<file path="src/two_queue_position_merge_macros.svh">
// Assertion helpers for the position merge block.
`ifndef TWO_QUEUE_POSITION_MERGE_MACROS_SVH
`define TWO_QUEUE_POSITION_MERGE_MACROS_SVH

`ifndef NO_ASSERTIONS
`define TQPM_ASSERT_COMB(label, clk, rst_n, ante, cons) \
  label: assert property (@(posedge clk) disable iff (!rst_n) (ante) |-> (cons)) \
    else $error("tqpm assertion failed");
`define TQPM_ASSERT_NEXT(label, clk, rst_n, ante, cons) \
  label: assert property (@(posedge clk) disable iff (!rst_n) (ante) |=> (cons)) \
    else $error("tqpm assertion failed");
`else
`define TQPM_ASSERT_COMB(label, clk, rst_n, ante, cons)
`define TQPM_ASSERT_NEXT(label, clk, rst_n, ante, cons)
`endif

`endif

</file>
<file path="src/tqpm_pkg.sv">
package tqpm_pkg;

  localparam int POS_W  = 31;
  localparam int DATA_W = 32;

  typedef enum logic [2:0] {
    CMD_PUSH_SITE   = 3'd0,
    CMD_PUSH_INDEL  = 3'd1,
    CMD_FLUSH_BELOW = 3'd2,
    CMD_FLUSH_ALL   = 3'd3,
    CMD_DROP_SITES  = 3'd4,
    CMD_DROP_INDELS = 3'd5,
    CMD_CLEAR       = 3'd6
  } cmd_t;

  localparam logic STATUS_EMIT = 1'b0;
  localparam logic STATUS_DROP = 1'b1;
  localparam logic KIND_SITE   = 1'b0;
  localparam logic KIND_INDEL  = 1'b1;

  typedef struct packed {
    logic [2:0]        cmd;
    logic [POS_W-1:0]  position;
    logic [DATA_W-1:0] record_data;
    logic              erase_after;
  } in_item_t;

  typedef struct packed {
    logic              status;
    logic              entry_kind;
    logic [POS_W-1:0]  entry_pos;
    logic [DATA_W-1:0] entry_data;
    logic              last_entry;
  } out_item_t;

  // controller -> datapath
  typedef struct packed {
    logic start;
    logic mode_emit;
    logic mode_erase;
    logic mode_s_en;
    logic mode_i_en;
    logic push_site;
    logic push_indel;
    logic clear_all;
    logic pend_status;
    logic pend_kind;
    logic rd_en;
    logic rd_tail;
    logic set_stop_tail;
    logic take;
    logic finish;
  } tqpm_cmd_t;

  // datapath -> controller
  typedef struct packed {
    logic site_full;
    logic indel_full;
    logic qualify;
    logic pend_v;
    logic emit;
    logic out_free;
  } tqpm_stat_t;

endpackage

</file>
<file path="src/tqpm_ctrl.sv">
module tqpm_ctrl (
  input  logic                 clk,
  input  logic                 rst_n,
  input  logic                 in_valid,
  output logic                 in_ready,
  input  tqpm_pkg::in_item_t   in_data,
  output tqpm_pkg::tqpm_cmd_t  cmd,
  input  tqpm_pkg::tqpm_stat_t stat
);

  typedef enum logic [2:0] {
    S_IDLE,
    S_TRD,
    S_TCALC,
    S_RD,
    S_CMP,
    S_FIN
  } state_t;

  state_t state_r, state_nxt;
  logic   accept;

  assign in_ready = (state_r == S_IDLE);
  assign accept   = in_valid && in_ready;

  always_comb begin
    cmd       = '0;
    state_nxt = state_r;
    unique case (state_r)
      S_IDLE: begin
        if (accept) begin
          unique case (in_data.cmd)
            tqpm_pkg::CMD_PUSH_SITE: begin
              if (stat.site_full) begin
                cmd.pend_status = 1'b1;
                cmd.pend_kind   = tqpm_pkg::KIND_SITE;
                state_nxt       = S_FIN;
              end else begin
                cmd.push_site = 1'b1;
              end
            end
            tqpm_pkg::CMD_PUSH_INDEL: begin
              if (stat.indel_full) begin
                cmd.pend_status = 1'b1;
                cmd.pend_kind   = tqpm_pkg::KIND_INDEL;
                state_nxt       = S_FIN;
              end else begin
                cmd.push_indel = 1'b1;
              end
            end
            tqpm_pkg::CMD_FLUSH_BELOW: begin
              cmd.start      = 1'b1;
              cmd.mode_emit  = 1'b1;
              cmd.mode_erase = in_data.erase_after;
              cmd.mode_s_en  = 1'b1;
              cmd.mode_i_en  = 1'b1;
              state_nxt      = S_RD;
            end
            tqpm_pkg::CMD_FLUSH_ALL: begin
              cmd.start      = 1'b1;
              cmd.mode_emit  = 1'b1;
              cmd.mode_erase = 1'b1;
              cmd.mode_s_en  = 1'b1;
              cmd.mode_i_en  = 1'b1;
              state_nxt      = S_TRD;
            end
            tqpm_pkg::CMD_DROP_SITES: begin
              cmd.start      = 1'b1;
              cmd.mode_erase = 1'b1;
              cmd.mode_s_en  = 1'b1;
              state_nxt      = S_RD;
            end
            tqpm_pkg::CMD_DROP_INDELS: begin
              cmd.start      = 1'b1;
              cmd.mode_erase = 1'b1;
              cmd.mode_i_en  = 1'b1;
              state_nxt      = S_RD;
            end
            tqpm_pkg::CMD_CLEAR: begin
              cmd.clear_all = 1'b1;
            end
            default: begin
            end
          endcase
        end
      end
      S_TRD: begin
        cmd.rd_en   = 1'b1;
        cmd.rd_tail = 1'b1;
        state_nxt   = S_TCALC;
      end
      S_TCALC: begin
        cmd.set_stop_tail = 1'b1;
        state_nxt         = S_RD;
      end
      S_RD: begin
        cmd.rd_en = 1'b1;
        state_nxt = S_CMP;
      end
      S_CMP: begin
        if (!stat.qualify) begin
          state_nxt = S_FIN;
        end else if (!(stat.emit && stat.pend_v && !stat.out_free)) begin
          cmd.take  = 1'b1;
          state_nxt = S_RD;
        end
      end
      S_FIN: begin
        if (!stat.pend_v || stat.out_free) begin
          cmd.finish = 1'b1;
          state_nxt  = S_IDLE;
        end
      end
      default: begin
        state_nxt = S_IDLE;
      end
    endcase
  end

  always_ff @(posedge clk) begin
    if (!rst_n) begin
      state_r <= S_IDLE;
    end else begin
      state_r <= state_nxt;
    end
  end

endmodule

</file>
<file path="src/tqpm_dp.sv">
`include "two_queue_position_merge_macros.svh"

module tqpm_dp #(
  parameter int QUEUE_DEPTH = 32
) (
  input  logic                  clk,
  input  logic                  rst_n,
  input  tqpm_pkg::in_item_t    in_data,
  output logic                  out_valid,
  input  logic                  out_ready,
  output tqpm_pkg::out_item_t   out_data,
  input  tqpm_pkg::tqpm_cmd_t   cmd,
  output tqpm_pkg::tqpm_stat_t  stat
);

  localparam int AW    = (QUEUE_DEPTH > 1) ? $clog2(QUEUE_DEPTH) : 1;
  localparam int CW    = $clog2(QUEUE_DEPTH + 1);
  localparam int SW    = CW + 1;
  localparam int PW    = tqpm_pkg::POS_W;
  localparam int DW    = tqpm_pkg::DATA_W;
  localparam int REC_W = PW + DW;
  localparam logic [SW-1:0] DEPTH_S = SW'(QUEUE_DEPTH);
  localparam logic [CW-1:0] DEPTH_C = CW'(QUEUE_DEPTH);

  function automatic logic [AW-1:0] wrap(input logic [SW-1:0] s);
    logic [SW-1:0] r;
    r = (s >= DEPTH_S) ? s - DEPTH_S : s;
    return r[AW-1:0];
  endfunction

  logic [REC_W-1:0] site_mem  [QUEUE_DEPTH];
  logic [REC_W-1:0] indel_mem [QUEUE_DEPTH];
  logic [REC_W-1:0] site_rd_r, indel_rd_r;

  logic [AW-1:0] site_head_r, indel_head_r;
  logic [CW-1:0] site_cnt_r, indel_cnt_r;
  logic [CW-1:0] si_r, ii_r;
  logic [PW:0]   stop_r;
  logic          erase_r, emit_r, s_en_r, i_en_r;

  tqpm_pkg::out_item_t pend_r, out_r;
  logic                pend_v_r, out_valid_r, out_valid_nxt;

  logic [AW-1:0] site_wr_a, indel_wr_a;
  logic [AW-1:0] site_ra, indel_ra;
  logic [PW-1:0] s_pos, i_pos;
  logic [DW-1:0] s_dat, i_dat;
  logic          s_ok, i_ok, s_q, i_q, qualify, take_indel, move;
  logic [PW:0]   s_last, i_last;

  assign site_wr_a  = wrap(SW'(site_head_r) + SW'(site_cnt_r));
  assign indel_wr_a = wrap(SW'(indel_head_r) + SW'(indel_cnt_r));

  assign site_ra  = cmd.rd_tail ? wrap(SW'(site_head_r) + SW'(site_cnt_r - 1'b1))
                                : wrap(SW'(site_head_r) + SW'(si_r));
  assign indel_ra = cmd.rd_tail ? wrap(SW'(indel_head_r) + SW'(indel_cnt_r - 1'b1))
                                : wrap(SW'(indel_head_r) + SW'(ii_r));

  always_ff @(posedge clk) begin
    if (cmd.push_site) begin
      site_mem[site_wr_a] <= {in_data.position, in_data.record_data};
    end
    if (cmd.rd_en) begin
      site_rd_r <= site_mem[site_ra];
    end
  end

  always_ff @(posedge clk) begin
    if (cmd.push_indel) begin
      indel_mem[indel_wr_a] <= {in_data.position, in_data.record_data};
    end
    if (cmd.rd_en) begin
      indel_rd_r <= indel_mem[indel_ra];
    end
  end

  assign s_pos = site_rd_r[REC_W-1 -: PW];
  assign s_dat = site_rd_r[DW-1:0];
  assign i_pos = indel_rd_r[REC_W-1 -: PW];
  assign i_dat = indel_rd_r[DW-1:0];

  assign s_ok       = s_en_r && (si_r < site_cnt_r);
  assign i_ok       = i_en_r && (ii_r < indel_cnt_r);
  assign s_q        = s_ok && ({1'b0, s_pos} < stop_r);
  assign i_q        = i_ok && ({1'b0, i_pos} < stop_r);
  assign qualify    = s_q || i_q;
  // indel wins ties
  assign take_indel = s_ok ? (i_ok && (s_pos >= i_pos)) : 1'b1;

  assign s_last = (site_cnt_r != '0) ? ({1'b0, s_pos} + 1'b1) : '0;
  assign i_last = (indel_cnt_r != '0) ? ({1'b0, i_pos} + 1'b1) : '0;

  assign move          = (cmd.take && emit_r && pend_v_r) || (cmd.finish && pend_v_r);
  assign out_valid_nxt = move || (out_valid_r && !out_ready);

  always_ff @(posedge clk) begin
    if (!rst_n) begin
      site_head_r  <= '0;
      site_cnt_r   <= '0;
      indel_head_r <= '0;
      indel_cnt_r  <= '0;
      si_r         <= '0;
      ii_r         <= '0;
      pend_v_r     <= 1'b0;
      out_valid_r  <= 1'b0;
    end else begin
      if (cmd.clear_all) begin
        site_head_r  <= '0;
        site_cnt_r   <= '0;
        indel_head_r <= '0;
        indel_cnt_r  <= '0;
      end else begin
        if (cmd.push_site) begin
          site_cnt_r <= site_cnt_r + 1'b1;
        end
        if (cmd.push_indel) begin
          indel_cnt_r <= indel_cnt_r + 1'b1;
        end
        if (cmd.finish && erase_r) begin
          site_head_r  <= wrap(SW'(site_head_r) + SW'(si_r));
          site_cnt_r   <= site_cnt_r - si_r;
          indel_head_r <= wrap(SW'(indel_head_r) + SW'(ii_r));
          indel_cnt_r  <= indel_cnt_r - ii_r;
        end
      end
      if (cmd.start || cmd.finish) begin
        si_r <= '0;
        ii_r <= '0;
      end else if (cmd.take) begin
        if (take_indel) begin
          ii_r <= ii_r + 1'b1;
        end else begin
          si_r <= si_r + 1'b1;
        end
      end
      if (cmd.pend_status || (cmd.take && emit_r)) begin
        pend_v_r <= 1'b1;
      end else if (cmd.finish) begin
        pend_v_r <= 1'b0;
      end
      out_valid_r <= out_valid_nxt;
    end
  end

  always_ff @(posedge clk) begin
    if (cmd.start) begin
      stop_r  <= {1'b0, in_data.position};
      erase_r <= cmd.mode_erase;
      emit_r  <= cmd.mode_emit;
      s_en_r  <= cmd.mode_s_en;
      i_en_r  <= cmd.mode_i_en;
    end else if (cmd.set_stop_tail) begin
      stop_r <= (s_last > i_last) ? s_last : i_last;
    end else if (cmd.pend_status) begin
      erase_r <= 1'b0;
    end

    if (cmd.pend_status) begin
      pend_r.status      <= tqpm_pkg::STATUS_DROP;
      pend_r.entry_kind  <= cmd.pend_kind;
      pend_r.entry_pos   <= in_data.position;
      pend_r.entry_data  <= in_data.record_data;
      pend_r.last_entry  <= 1'b1;
    end else if (cmd.take && emit_r) begin
      pend_r.status      <= tqpm_pkg::STATUS_EMIT;
      pend_r.entry_kind  <= take_indel ? tqpm_pkg::KIND_INDEL : tqpm_pkg::KIND_SITE;
      pend_r.entry_pos   <= take_indel ? i_pos : s_pos;
      pend_r.entry_data  <= take_indel ? i_dat : s_dat;
      pend_r.last_entry  <= 1'b0;
    end

    if (move) begin
      out_r            <= pend_r;
      out_r.last_entry <= cmd.finish;
    end
  end

  assign out_valid = out_valid_r;
  assign out_data  = out_r;

  assign stat.site_full  = (site_cnt_r == DEPTH_C);
  assign stat.indel_full = (indel_cnt_r == DEPTH_C);
  assign stat.qualify    = qualify;
  assign stat.pend_v     = pend_v_r;
  assign stat.emit       = emit_r;
  assign stat.out_free   = !out_valid_r || out_ready;

  `TQPM_ASSERT_COMB(a_walk_in_range, clk, rst_n, 1'b1, (si_r <= site_cnt_r) && (ii_r <= indel_cnt_r))
  `TQPM_ASSERT_NEXT(a_last_marked, clk, rst_n, cmd.finish && pend_v_r, out_valid_r && out_r.last_entry)
  `TQPM_ASSERT_NEXT(a_push_counts, clk, rst_n, cmd.push_site, site_cnt_r == $past(site_cnt_r) + 1'b1)
  `TQPM_ASSERT_COMB(a_no_overwrite, clk, rst_n, cmd.take && emit_r && pend_v_r, !out_valid_r || out_ready)

endmodule

</file>
<file path="src/two_queue_position_merge.sv">
// Channel   Ports                          Moves
// --------  -----------------------------  ---------------------------------
// input     in_valid / in_ready / in_data  one command request per accept
// result    out_valid/out_ready/out_data   one emitted record or drop status
//
// Push, clear and unused codes complete in S_IDLE; a full-queue push also waits in S_FIN to send its drop status.
// Flush and drop walk each record through S_RD and S_CMP, then end in S_FIN (flush all
// first reads the tails in S_TRD and S_TCALC); reads use the registered read of each queue memory.
// Synchronous active-low reset empties both queues; stored entries are not cleared.
// A stalled result register holds the walk; in_ready is high only between commands.
module two_queue_position_merge #(
  parameter int QUEUE_DEPTH = 32
) (
  input  logic                clk,
  input  logic                rst_n,
  input  logic                in_valid,
  output logic                in_ready,
  input  tqpm_pkg::in_item_t  in_data,
  output logic                out_valid,
  input  logic                out_ready,
  output tqpm_pkg::out_item_t out_data
);

  tqpm_pkg::tqpm_cmd_t  cmd;
  tqpm_pkg::tqpm_stat_t stat;

  tqpm_ctrl u_ctrl (
    .clk      (clk),
    .rst_n    (rst_n),
    .in_valid (in_valid),
    .in_ready (in_ready),
    .in_data  (in_data),
    .cmd      (cmd),
    .stat     (stat)
  );

  tqpm_dp #(
    .QUEUE_DEPTH (QUEUE_DEPTH)
  ) u_dp (
    .clk       (clk),
    .rst_n     (rst_n),
    .in_data   (in_data),
    .out_valid (out_valid),
    .out_ready (out_ready),
    .out_data  (out_data),
    .cmd       (cmd),
    .stat      (stat)
  );

endmodule

</file>
<file path="config.mk">
export PLATFORM = sky130hd
export DESIGN_NAME = two_queue_position_merge
export DESIGN_NICKNAME = d
export VERILOG_FILES = /design/src/tqpm_pkg.sv /design/src/tqpm_ctrl.sv /design/src/tqpm_dp.sv /design/src/two_queue_position_merge.sv
export VERILOG_INCLUDE_DIRS = /design/src /design/src/src
export SDC_FILE = /design/constraint.sdc
export NUM_CORES = 2
export LEC_CHECK = 0
export ABC_CLOCK_PERIOD_IN_PS = 7200
export BUFFER_PORTS_ARGS = -buffer_cell sky130_fd_sc_hd__buf_2
export CELL_PAD_IN_SITES_DETAIL_PLACEMENT = 1
export CELL_PAD_IN_SITES_GLOBAL_PLACEMENT = 1
export CORE_UTILIZATION = 33
export DETAILED_ROUTE_END_ITERATION = 12
export PLACE_DENSITY = 0.58
export SLEW_MARGIN = 40
export SYNTH_ARGS = -nofsm -noshare
export SYNTH_HDL_FRONTEND = slang
export SYNTH_HIERARCHICAL = 1
export SYNTH_SLANG_ARGS = --single-unit
</file>
<file path="constraint.sdc">
create_clock -name clk -period 7.2 [get_ports clk]
set_input_delay 1.44 -clock clk [delete_from_list [all_inputs] [get_ports clk]]
set_output_delay 1.44 -clock clk [all_outputs]
set_load 0.05 [all_outputs]
</file>
Yosys cells after proc, flatten, opt, wreduce, memory -nomap -nowiden:

Memories as Yosys holds them, arrays and structs flattened. A register that Yosys moved wholly into a read port is not among the register bits.
Cells that the tools add are included.

* add/subtract/negate cells: 22
* $lt $le $gt $ge: 12
* equality and inequality tests: 20
* mux-type cells: 63
* bitwise operators: 2
* reductions and logical operators: 48

Operators by type and width (number)
* 65-bit 2-to-1 mux: 2
* 32-bit 2-to-1 mux: 4
* 31-bit 2-to-1 mux: 3
* 31-bit by 1-bit adder with 32-bit output, second input constant: 2
* 31-bit by 32-bit less-than comparator with 1-bit output: 2
* 7-bit by 6-bit >= comparator with 1-bit output, second input constant: 6
* 5-bit 2-to-1 mux: 8
* 32-bit > comparator: 1
* 31-bit >= comparator: 1
* 5-bit by 1-bit subtractor with 5-bit output, second input constant: 6
* 5-bit by 6-bit adder with 7-bit output: 4
* 1-bit 2-to-1 mux: 28
* 6-bit by 1-bit adder with 6-bit output, second input constant: 4
* 6-bit 2-to-1 mux: 4
* 10-bit 2-to-1 mux: 2
* 3-bit 2-to-1 mux: 6
* 3-bit one-hot mux with 6 select lines: 1
* 3-bit equality test, second input constant: 5
* 5-bit by 7-bit adder with 7-bit output: 2
* 6-bit by 1-bit subtractor with 7-bit output, second input constant: 2
* 1-bit logical AND: 13
* 3-bit by 2-bit equality test with 1-bit output, second input constant: 4
* 6-bit equality test, second input constant: 2
* 6-bit less-than comparator: 2
* other kinds (21): 53

* register bits after elaboration: 206
* memory bits (writable): 4032
* input bits: 71
* word-level logic and storage cells: 193
* memories: 2

Memories
* u_dp.indel_mem: depth 32, bits a word 63, rd ports 1, clocked after Yosys merged registers in 1, write ports 1, line tqpm_dp.sv:32 `logic [REC_W-1:0] indel_mem [QUEUE_DEPTH];`
* u_dp.site_mem: depth 32, bits a word 63, rd ports 1, clocked after Yosys merged registers in 1, write ports 1, line tqpm_dp.sv:31 `logic [REC_W-1:0] site_mem [QUEUE_DEPTH];`

Depth between registers and ports, before layout:

* word-level depth: 11
* gate-level depth with buffers: 18

Cells and area by module:

Netlist, hierarchy kept.

By module, submodules not included
* tqpm_dp: instances 1, cells each 8313, area an instance 173178.6 sq um, sequential area each 130575.2 sq um
* tqpm_ctrl: instances 1, cells each 62, area an instance 451.7 sq um, sequential area each 60.1 sq um

Least setup slack after synthesis:

Ideal clock, no wire load.

* path type: input -> register
* start point: input port in_valid
* end point: memory u_dp/site_mem[16][0] (netlist name), enable pin
* setup time: 0.484 ns
* arrival time: 5.899 ns
* required time: 6.716 ns
* path slack: 0.817 ns
* stages: 8
* path buffers: 3
* cells stage by stage: or4b_4 -> buf_6 -> nor3_4 -> nor3b_2 -> clkbuf_1 -> or3b_2 -> buf_1 -> nor2_1

RTL lines
* from (decl): line two_queue_position_merge.sv:16 `input logic in_valid,`
* to (decl): line tqpm_dp.sv:31

==> qor.txt <==
Post-CTS setup buffers - 0
Number of DRC markers in iteration 0 - 9079
Least-Margin Pin Slew - 1030 ps
Final setup skew - 131 ps
Achievable clock frequency - 180 MHz
Synth warn - 6
WS Path Type - reg2reg
CTS Buf Count - 453
Buffers and inverters on the worst path - 3
Final Cell Area - 200000 sq um
Total power draw - 56.9 mW
Largest net degree at the start of global routing - 127
Clk root buf - clkbuf_16
CP top delay family - buffers and inverters
Status - finished, violations left
Number of H-tree levels - 5
Fin. Hold Viols - 0
Initial Util - 33.1%
Sum Neg Setup Slack - 0 ps
Power Density - 285 nW/um^2
Crit share post-route - 77.0%
CTS tree - built
Reg2reg path depth - 11
Synthesized net count - 8627
Reg clk slew, reported paths - 60 ps
Syn Std Cell Area - 174000 sq um
Remaining global-route overflow - 0
CP max-delay cell - nor2_2
CTS resizes - 0
Critical path required time - 7830 ps
Placement-stage cell area - 185000 sq um
DRT antenna net count - 0
Synthesized area per cell - 20.7 sq um
PortBufs - 138
Via/cell ratio - 5.37
CP Cell Sequence - nand2_1 -> nor2_2 -> buf_4 -> mux2_8 -> buf_12 -> buf_4 -> mux4_2 -> nor2b_1 -> a211oi_1 -> a21oi_1 -> mux2_2
Initial antenna violation count - 89
Failing checks - DRC
Post-synth EDFFs - 4323
Fin nets - 9066
Vias in the first global route - 90496
Min-Delay Path Class - reg2reg
First-pass GRT wire length - 712000 microns
Pins over their slew limit - 0
Via Count - 86886
Clock buffer depth - 4
Post-layout min period - 5540 ps
Hold path cells - 0
Number of cell rows - 266
I/O Pins - 139
# DRC - 2
Slew HR - 31.2%
Final setup fails - 0
Post-synth ARST share - 0%
Crit path largest cell delay - 590 ps
All-layer global routing usage - 18.9%
Die ar. - 529000 sq um
Fill count - 50487
Crit start category - flop
Unrepaired setup endpoints after global routing - false
Sequential share of the synthesized area - 75.2%
Layout area overhead - 15.1%
CP arrival - 6170 ps
GP Congestion - 0.804
Max-cap violations - 0
Post-Synthesis Cells - 8375
Most common flop cell mapped by yosys - edfxtp_1
Crit path capture type - flop
Hpwl dp - 303000 microns
Worst-skew pair later-pin latency - 1060 ps
CTS Hold Buffers Added - 0
Drt first pass iters - 9
Unique masters post-synth - 82
Most frequent CP cell - buf_4
Die H - 727 microns
VDD IR max - 0.000257 V
Clock sink count - 4364
Placeable Area - 525000 sq um
DIE WIDTH - 727 microns
WP depth - 11
Pleak - 62.8 nW
Synth Register Bits - 4364
Layout cells sized above 1 - 25.5%
Max Fanout on Critical Path - 43
Final wirelength - 512000 microns
Routed length per instance - 31.6 microns
where the power goes:
part / total (mW) / leakage (nW) / internal, mW / switching [mW]
Sequential: 28.2 / 38.9 / 28.1 / 0.139
Clock: 23.3 / 7.13 / 13.2 / 10.1
Combinational: 5.42 / 16.7 / 1.94 / 3.48
worst register-to-register path: stages (launching register included):
cell      delay (ps)
dfxtp_1          570
nand2_1          330
nor2_2           600
buf_4            420
mux2_8           370
buf_12           420
buf_4            520
mux4_2           410
nor2b_1          150
a211oi_1         580
a21oi_1          310
mux2_2           500
synth_stat cells, types with 17 or more instances:
cell / number / area (sq um)
buf_1: 37 / 139
buf_6: 23 / 259
a21oi_1: 335 / 1680
clkbuf_1: 173 / 649
or3_1: 17 / 106
buf_2: 187 / 936
nor3_1: 37 / 185
edfxtp_1: 4323 / 130000
mux4_2: 1008 / 22700
o21ai_0: 90 / 450
a221o_1: 19 / 190
buf_4: 29 / 218
nand3_1: 23 / 115
nand2_1: 188 / 706
nor2b_1: 262 / 1640
nand4_1: 45 / 282
a21o_1: 23 / 173
nor4_1: 28 / 175
a211oi_1: 275 / 2060
mux2i_1: 317 / 3170
xor2_1: 25 / 219
nor2_1: 187 / 702
dfxtp_1: 41 / 821
ha_1: 173 / 2160
o21ai_1: 27 / 135
inv_1: 121 / 454
xnor2_1: 68 / 596
mux2_2: 127 / 1430
kinds of logic (layout without fill, tap and decap cells):
logic type	after synthesis	after routing	share of synthesized area (%)
other	0	18	0
adder cells (fa/ha/maj)	181	181	1.34
multiplexers	1454	1454	15.7
AO/OA/AOI/OAI	847	847	3.08
XOR/XNOR	93	93	0.469
AND/OR/NAND/NOR	863	863	2.60
flip-flops	4364	4364	75.2
buffers and inverters	573	1394	1.54
routing by layer:
layer | share of wire (%) | wire [microns] | GRT usage (%) | up-vias
met5 | 0.014 | 72 | 0 | -
met4 | 2.2 | 11100 | 4.11 | 10
met3 | 6.0 | 30700 | 2.33 | 628
met2 | 49 | 249000 | 31.4 | 2851
met1 | 43 | 222000 | 26.7 | 47764
li1 | - | - | - | 35633
path summary, 6_finish.rpt:
check	from	to	slack (ps)
setup / recovery	u_ctrl/state_r[0]$_SDFFE_PN0P_	u_dp/site_rd_r[43]$_DFFE_PP_	1660
hold / removal	u_dp/pend_r[54]$_DFFE_PP_	u_dp/out_data[54]$_DFFE_PP_	420
setup reg to reg	u_ctrl/state_r[0]$_SDFFE_PN0P_	u_dp/site_rd_r[43]$_DFFE_PP_	1660
hold reg to reg	u_dp/pend_r[54]$_DFFE_PP_	u_dp/out_data[54]$_DFFE_PP_	420
cell usage in the layout, fill, tap and decap left out, drive strengths merged, types with 19 or more instances in the layout:
cell type,count
mux2,129
clkinv,228
clkbuf,544
a221o,19
nor4,29
ha,173
dfxtp,41
nor3,38
nand2,188
xnor2,68
nor2,188
o21ai,119
nand3,23
mux4,1008
a211oi,275
mux2i,317
nand4,45
edfxtp,4323
nor2b,262
a21o,23
xor2,25
bufinv,40
buf,435
inv,132
a21oi,335
through the flow:
stage | utilization, % | setup WS [ps] | std cells | hold WS (ps)
2_1_floorplan | - | 817 | 8375 | 400
3_3_place_gp | 35.1 | 1320 | 15304 | 403
3_5_place_dp | 35.2 | 1510 | 15319 | 406
4_1_cts | 38.0 | 1550 | 16156 | 417
5_1_grt | 38.1 | 1310 | 16165 | 430
6_report | 38.1 | 1660 | 16182 | 419
cell type report:
type | count | area (sq um) | share of cell area, %
Clock buffer | 544 | 11800 | 5.91
Multi-Input combinational cell | 3438 | 41100 | 20.6
Clock inverter | 293 | 2860 | 1.43
Inverter | 122 | 475 | 0.238
Antenna cell | 18 | 45.0 | 0.0225
Tap cell | 6968 | 8720 | 4.36
Timing Repair Buffer | 435 | 4140 | 2.07
Sequential cell | 4364 | 131000 | 65.4
registers in the layout, summed over array words and instances, names as in the netlist, 3 cells and up:
| name | flops |
|---|---|
| u_dp/indel_head_r | 5 |
| u_dp/site_mem | 2016 |
| u_dp/pend_r | 65 |
| u_dp/site_rd_r | 63 |
| u_dp/indel_rd_r | 63 |
| u_dp/indel_cnt_r | 6 |
| u_dp/stop_r | 32 |
| u_dp/indel_mem | 2016 |
| u_dp/site_cnt_r | 6 |
| u_dp/si_r | 6 |
| u_dp/ii_r | 6 |
| u_dp/out_data | 66 |
| u_dp/site_head_r | 5 |
| u_ctrl/state_r | 3 |
No activity file was read; power rests on OpenSTA's default activity.
